==> src/rtl/dedup_sorted_id_set_core_defines.svh <==
// Assertion macros shared by the dedup sorted id set RTL.
`ifndef DEDUP_SORTED_ID_SET_CORE_DEFINES_SVH
`define DEDUP_SORTED_ID_SET_CORE_DEFINES_SVH

`ifndef SYNTHESIS
`define DSI_ASSERT_IMP(lbl, ante, cons, msg) \
  lbl: assert property (@(posedge clk_i) disable iff (!rst_ni) (ante) |-> (cons)) \
    else $error(msg);
`define DSI_ASSERT_NXT(lbl, ante, cons, msg) \
  lbl: assert property (@(posedge clk_i) disable iff (!rst_ni) (ante) |=> (cons)) \
    else $error(msg);
`define DSI_ASSERT_ALW(lbl, cond, msg) \
  lbl: assert property (@(posedge clk_i) disable iff (!rst_ni) (cond)) \
    else $error(msg);
`else
`define DSI_ASSERT_IMP(lbl, ante, cons, msg)
`define DSI_ASSERT_NXT(lbl, ante, cons, msg)
`define DSI_ASSERT_ALW(lbl, cond, msg)
`endif

`endif

==> src/rtl/dsi_pkg.sv <==
// Package for the dedup sorted id set: sizes, status codes, control structs.
`default_nettype none
package dsi_pkg;

  localparam int MaxIds = 64;
  localparam int IdW    = 31;
  localparam int CntW   = $clog2(MaxIds + 1);
  localparam int StatW  = 2;
  localparam int InDataW  = ((IdW + 7) / 8) * 8;
  localparam int OutRawW  = StatW + 1 + CntW;
  localparam int OutDataW = ((OutRawW + 7) / 8) * 8;

  localparam logic [StatW-1:0] StAdded = 2'd0;
  localparam logic [StatW-1:0] StOwner = 2'd1;
  localparam logic [StatW-1:0] StDup   = 2'd2;
  localparam logic [StatW-1:0] StFull  = 2'd3;

  localparam logic FuncAdd   = 1'b0;
  localparam logic FuncQuery = 1'b1;

  typedef struct packed {
    logic             capture;   // latch request and compare results
    logic             insert;    // shift cells and write id
    logic             load_out;  // load result register
    logic [StatW-1:0] status;
    logic             found;
  } dsi_cmd_t;

  typedef struct packed {
    logic func;
    logic owner_hit;
    logic present;
    logic full;
  } dsi_sts_t;

endpackage
`default_nettype wire

==> src/rtl/dsi_ctrl.sv <==
// Controller: request sequencing, add/query decision, result handshake.
`default_nettype none
`include "dedup_sorted_id_set_core_defines.svh"
module dsi_ctrl (
  input  wire logic               clk_i,
  input  wire logic               rst_ni,
  input  wire logic               in_valid_i,
  output logic                    in_ready_o,
  output logic                    out_valid_o,
  input  wire logic               out_ready_i,
  input  wire dsi_pkg::dsi_sts_t  sts_i,
  output dsi_pkg::dsi_cmd_t       cmd_o
);
  import dsi_pkg::*;

  localparam logic StIdle = 1'b0;
  localparam logic StExec = 1'b1;

  logic state_q, state_d;
  logic out_valid_q, out_valid_d;
  logic out_free;

  assign in_ready_o = (state_q == StIdle);
  assign out_free   = !out_valid_q || out_ready_i;

  always_comb begin
    cmd_o          = '0;
    cmd_o.capture  = in_valid_i && in_ready_o;
    state_d        = state_q;
    out_valid_d    = out_valid_q && !out_ready_i;

    priority if (sts_i.func == FuncQuery) begin
      cmd_o.found  = sts_i.present;
      cmd_o.status = StAdded;
    end else if (sts_i.owner_hit) begin
      cmd_o.status = StOwner;
    end else if (sts_i.present) begin
      cmd_o.status = StDup;
    end else if (sts_i.full) begin
      cmd_o.status = StFull;
    end else begin
      cmd_o.status = StAdded;
    end

    unique case (state_q)
      StIdle: begin
        if (cmd_o.capture) state_d = StExec;
      end
      StExec: begin
        if (out_free) begin
          cmd_o.load_out = 1'b1;
          cmd_o.insert   = (sts_i.func == FuncAdd) && (cmd_o.status == StAdded);
          out_valid_d    = 1'b1;
          state_d        = StIdle;
        end
      end
      default: state_d = StIdle;
    endcase
  end

  always_ff @(posedge clk_i or negedge rst_ni) begin
    if (!rst_ni) begin
      state_q     <= StIdle;
      out_valid_q <= 1'b0;
    end else begin
      state_q     <= state_d;
      out_valid_q <= out_valid_d;
    end
  end

  assign out_valid_o = out_valid_q;

  `DSI_ASSERT_NXT(a_capture_exec, cmd_o.capture, state_q == StExec,
                  "capture did not enter exec")
  `DSI_ASSERT_NXT(a_load_valid, cmd_o.load_out, out_valid_q, "result lost after load")
  `DSI_ASSERT_IMP(a_insert_slot, cmd_o.insert, state_q == StExec && out_free,
                  "insert without free result slot")

endmodule
`default_nettype wire

==> config.mk <==
export PLATFORM = sky130hd
export DESIGN_NAME = dsi_ctrl
export DESIGN_NICKNAME = d
export VERILOG_FILES = /design/src/rtl/dsi_pkg.sv /design/src/rtl/dsi_ctrl.sv
export VERILOG_INCLUDE_DIRS = /design/src /design/src/rtl
export SDC_FILE = /design/constraint.sdc
export NUM_CORES = 1
export LEC_CHECK = 0
export BUFFER_PORTS_ARGS = -buffer_cell sky130_fd_sc_hd__buf_2
export CORE_AREA = 2 2 39 41
export CTS_CLUSTER_DIAMETER = 200
export DETAILED_ROUTE_END_ITERATION = 6
export DIE_AREA = 0 0 41 43
export SLEW_MARGIN = 20
export SYNTH_ARGS = -nofsm -noshare
export SYNTH_HDL_FRONTEND = slang
export SYNTH_SLANG_ARGS = --single-unit
==> constraint.sdc <==
create_clock -name clk_i -period 2.2 [get_ports clk_i]
set_input_delay 0.44 -clock clk_i [delete_from_list [all_inputs] [get_ports clk_i]]
set_output_delay 0.44 -clock clk_i [all_outputs]
set_load 0.005 [all_outputs]
==> run summary, run 1 <==
status: finished, final reports clean
GR Layer Usage met1: 4.82%
Filler cells: 154
CTS-repair resized insts: 0
Distinct cells, synth: 13
maximum clock frequency: 702 MHz
Worst EP required: 1.76 ns
Antenna Cells: 0
combinational share of power: 36.5%
RSZ-0062 raised after global routing: false
# setup viols final: 0
Slew HR: 89.0%
root buf cell: clkbuf_4
num ports: 16
Final Cycle Share: 64.8%
Yosys warnings: 0
post-route setup TNS: 0 ns
PwrDens: 925 nW/µm²
maximum vdd drop: 0.403 mV
Clock transition at path regs: 0.03 ns
post-layout min period: 1.42 ns
Routed wire per std cell: 7.37 µm
Placed Area: 234 µm²
placed insts: 48
max-slew violation count: 0
Worst Hold Depth: 3
#FFs+latches synth: 2
GR peak layer: met3
area of the core: 1380 µm²
CP Launch Point: out_valid_o$_DFF_PN0_
via-per-instance ratio: 3.40
port bufs: 15
Critical Path End: cmd_o[4]
Critical Path End Type: output pin
Worst Tran Pin Value: 0.165 ns
Final nets: 46
sequential share of the synthesized area: 36.0%
Die X: 41 µm
syn nets: 25
total of max-cap violations: 0
clk buf depth: 2
layout cells sized above 1: 58.3%
First DRT Iteration DRCs: 2
Final Skew: 0.000694 ns
Gate Count Post-Synth: 17
top cells by area, synth: dfrtp_1 36%, nand2b_4 9.9%, a21oi_1 7.2%, and4_1 6.3%, and2_2 5.4%
Die H: 43 µm
Initial Util: 10.0%
Syn Area/Cell: 8.17 µm²
reg2reg path depth: 2
post-route cell area: 267 µm²
GPL Wtd Cong: 0.533
Reg2Reg Capture Point: state_q$_DFF_PN0_
critical path class: reg -> out
Cell Area, Synth: 139 µm²
Routed Antenna Nets: 0
flop-to-flop setup slack: 1.50 ns
switching share of power: 32.7%
Clk Latency, worst-skew pair: 0.22 ns
grt met3 use: 8.38%
largest net degree at the start of global routing: 7
# rows: 14
startpoint types: register
Final HPWL DP: 325 µm
H-Tree Depth: 1
1st-pass router iterations: 2
Layout area overhead: 91.9%
WL final: 383 µm
final std cells w/o fill: 52
NetSw: 80.6 µW
pre-CTS WS: 0.773 ns
Critical R2R Launch: state_q$_DFF_PN0_
Register Area: 50.0 µm²
area share of the largest cell type after synthesis: 36.0%
vias post-DR: 177
first-pass GRT wire length: 579 µm
Int Pwr: 166 µW
initial antenna violation count: 0
vias in the first global route: 164
Final Hold Fails: 0
Congestion Overflow GR: 0
CTS tree: done
GRT Total Usage: 5.62%
multi-input logic area: 81.3 µm²
final setup margin: 0.775 ns
total CTS buffers: 3
part of the power in registers: 31.1%
clk sink count: 2
CP Max Fanout: 4
clock network power share: 32.3%
residual DRC count: 0
Worst EP arrival: 0.98 ns
Leak: 0.000150 µW
met2 usage: 6.88%
fin util: 19.3%
die area: 1760 µm²
leading area contributor after synthesis: dfrtp_1
Hold Crit Class: in -> reg
## repair_timing
| action | CTS | global route |
|---|---|---|
| hold endpoints to repair | 2 | 0 |
| hold buffers | 1 | 0 |
| setup buffers | 0 | 0 |
## Yosys cell counts (all sizes together)
master / number
a21oi: 2
and4: 1
nor3: 1
and2: 2
nor2: 3
dfrtp: 2
nor2b: 1
nand2: 1
inv: 2
nand2b: 2
## worst min-delay path by stage
stage	start	end
3_3_place_gp	rst_ni	out_valid_o$_DFF_PN0_
3_5_place_dp	rst_ni	out_valid_o$_DFF_PN0_
5_1_grt	in_valid_i	state_q$_DFF_PN0_
2_1_floorplan	rst_ni	out_valid_o$_DFF_PN0_
4_1_cts	in_valid_i	state_q$_DFF_PN0_
6_report	in_valid_i	state_q$_DFF_PN0_
## power groups by stage
stage,Clock [µW],Combinational [µW],Sequential (µW)
floorplan,0,42.6,74.9
global placement,0,89.0,79.0
detailed placement,0,89.2,78.1
CTS,84.3,92.1,77.5
global route,89.9,101,80.4
finish,79.7,90.0,76.7
## flip-flops by register name, indices dropped and copies added (netlist names)
signal       flops
state_q          1
out_valid_o      1
## area by class of cell
class,instances,area share (%)
timing repair buffer,16,31.9
inverter,2,2.82
tap,16,7.51
multi-input combinational,13,30.5
clock buffer,3,8.45
sequential,2,18.8
## critical path, stage by stage (launching register included)
cell      delay (ns)
dfrtp_1         0.39
nand2b_4        0.09
and4_1          0.18
buf_2           0.11
## routing by layer
metal  wire (µm)  up-vias  part of all wire, %
met5           0        -                    0
met4           0        0                    0
met3          67        0                   17
met2         175       10                   46
met1         140       72                   37
li1            -       95                    -
## cells by family after synthesis
group | after synthesis | synth area share [%]
compound gates | 2 | 7.21
flops | 2 | 36.0
buf+inv | 2 | 5.41
simple gates | 11 | 51.4
## per-stage QoR
stage	hold slack [ns]	power [µW]
after global placement	0.225	168
after CTS	0.473	254
after detailed placement	0.226	167
after global routing	0.483	272
final	0.479	246
after floorplan	0.144	117
## cells in the final DEF, fill, tap and decap left out, types with 2 or more instances in the layout
master	instances
a21oi_1	2
buf_2	15
clkbuf_4	3
dfrtp_1	2
inv_1	2
nor2_1	2
(Power assumes the default switching activity.)
==> run 2: changes to the inputs <==
Clock period 2.2 ns to 1.3 ns, I/O delays scaled along.
==> run summary, run 2 (synthesized netlist as in run 1, its figures left out) <==
Final Cycle Share: 95.5%
Clk Latency, worst-skew pair: 0.22 ns
max-slew violation count: 0
port bufs: 15
status: finished, final reports clean
Critical R2R Launch: out_valid_o$_DFF_PN0_
PwrDens: 1590 nW/µm²
Final Hold Fails: 0
critical path class: reg -> out
Routed Antenna Nets: 0
# rows: 14
Critical Path End Type: output pin
first-pass GRT wire length: 621 µm
Die X: 41 µm
startpoint types: register
vias post-DR: 181
Clock transition at path regs: 0.03 ns
residual DRC count: 0
GRT Total Usage: 6.12%
WL final: 433 µm
Hold Crit Class: in -> reg
post-route setup TNS: 0 ns
vias in the first global route: 172
First DRT Iteration DRCs: 0
Final Skew: 0.000943 ns
clock network power share: 31.7%
Routed wire per std cell: 8.17 µm
GPL Wtd Cong: 0.542
via-per-instance ratio: 3.42
die area: 1760 µm²
Worst Hold Depth: 3
Leak: 0.000155 µW
Die H: 43 µm
Final nets: 47
layout cells sized above 1: 59.5%
clk sink count: 2
NetSw: 144 µW
reg2reg path depth: 3
# setup viols final: 0
initial antenna violation count: 0
CTS-repair resized insts: 0
Congestion Overflow GR: 0
Antenna Cells: 0
Filler cells: 168
maximum vdd drop: 0.426 mV
Worst EP required: 1.04 ns
post-layout min period: 1.24 ns
total CTS buffers: 3
largest net degree at the start of global routing: 7
hold path endpoint: state_q$_DFF_PN0_
total of max-cap violations: 0
fin util: 19.8%
min-delay src: in_valid_i
most common cell after layout, fill and taps aside: buf_2
flop-to-flop setup slack: 0.53 ns
combinational share of power: 38.4%
switching share of power: 33.1%
Slew HR: 89.1%
Int Pwr: 291 µW
num ports: 16
Design Power: 435 µW
most frequent cells in the layout: 15 x buf_2, 3 x clkbuf_4
maximum clock frequency: 805 MHz
clk buf depth: 2
CP Max Fanout: 3
area of the core: 1380 µm²
root buf cell: clkbuf_4
CTS tree: done
Initial Util: 10.0%
1st-pass router iterations: 1
H-Tree Depth: 1
Reg2Reg Capture Point: state_q$_DFF_PN0_
Worst Tran Pin Value: 0.164 ns
Final HPWL DP: 339 µm
Layout area overhead: 97.3%
Worst EP arrival: 0.98 ns
part of the power in registers: 29.9%
run 2: power by group through the flow:
| stage | Sequential, µW | Combinational [µW] | Clock (µW) |
|---|---|---|---|
| 2_1_floorplan | 127 | 72.0 | 0 |
| 3_3_place_gp | 132 | 159 | 0 |
| 3_5_place_dp | 132 | 154 | 0 |
| 4_1_cts | 131 | 158 | 148 |
| 5_1_grt | 137 | 185 | 155 |
| 6_report | 130 | 167 | 138 |
run 2: routing by layer:
metal	global-route usage (%)	share of wire [%]	vias to the layer above
met5	0	0	-
met1	6.11	40	77
met2	6.56	47	8
li1	-	-	94
met3	4.71	12	2
met4	8.00	0.92	0
run 2: per-stage QoR:
step | instances | instance area [µm²] | hold WS, ns | worst slack (ns)
3_5_place_dp | 48 | 234 | 0.0475 | 0.224
3_3_place_gp | 48 | 234 | 0.0463 | 0.228
4_1_cts | 52 | 267 | 0.291 | 0.0276
2_1_floorplan | 17 | 139 | -0.0356 | 0.363
6_report | 53 | 274 | 0.302 | 0.0580
5_1_grt | 53 | 274 | 0.336 | -0.00143
run 2: how the worst max path moves through the flow:
stage / depth (start not counted) / slack (ns) / from / endpoint
after CTS: 3 / 0.03 / out_valid_o$_DFF_PN0_ / cmd_o[4]
after floorplan: 2 / 0.36 / out_valid_o$_DFF_PN0_ / cmd_o[4]
after global placement: 4 / 0.23 / out_ready_i / cmd_o[3]
after global routing: 3 / -0.001 / out_valid_o$_DFF_PN0_ / cmd_o[4]
final: 3 / 0.06 / out_valid_o$_DFF_PN0_ / cmd_o[4]
after detailed placement: 4 / 0.22 / out_ready_i / cmd_o[4]
run 2: layout make-up:
cell class | instances | area [µm²] | share of cell area (%)
flip-flops and latches | 2 | 50.0 | 18.3
inverters | 2 | 7.51 | 2.74
clock buffers | 3 | 22.5 | 8.22
multi-input cells | 13 | 81.3 | 29.7
repair buffers | 17 | 92.6 | 33.8
well taps | 16 | 20.0 | 7.31
run 2: worst max-delay path: stages, from the launching register on:
cell      delay (ns)
dfrtp_1         0.39
nand2b_4        0.08
and4_1          0.18
buf_2           0.11
run 2: repair_timing:
| item | in CTS | in global routing |
|---|---|---|
| hold buffers | 1 | 0 |
| setup endpoints to repair | 0 | 1 |
| endpoints found under the hold margin | 2 | 0 |
| setup buffers | 0 | 1 |
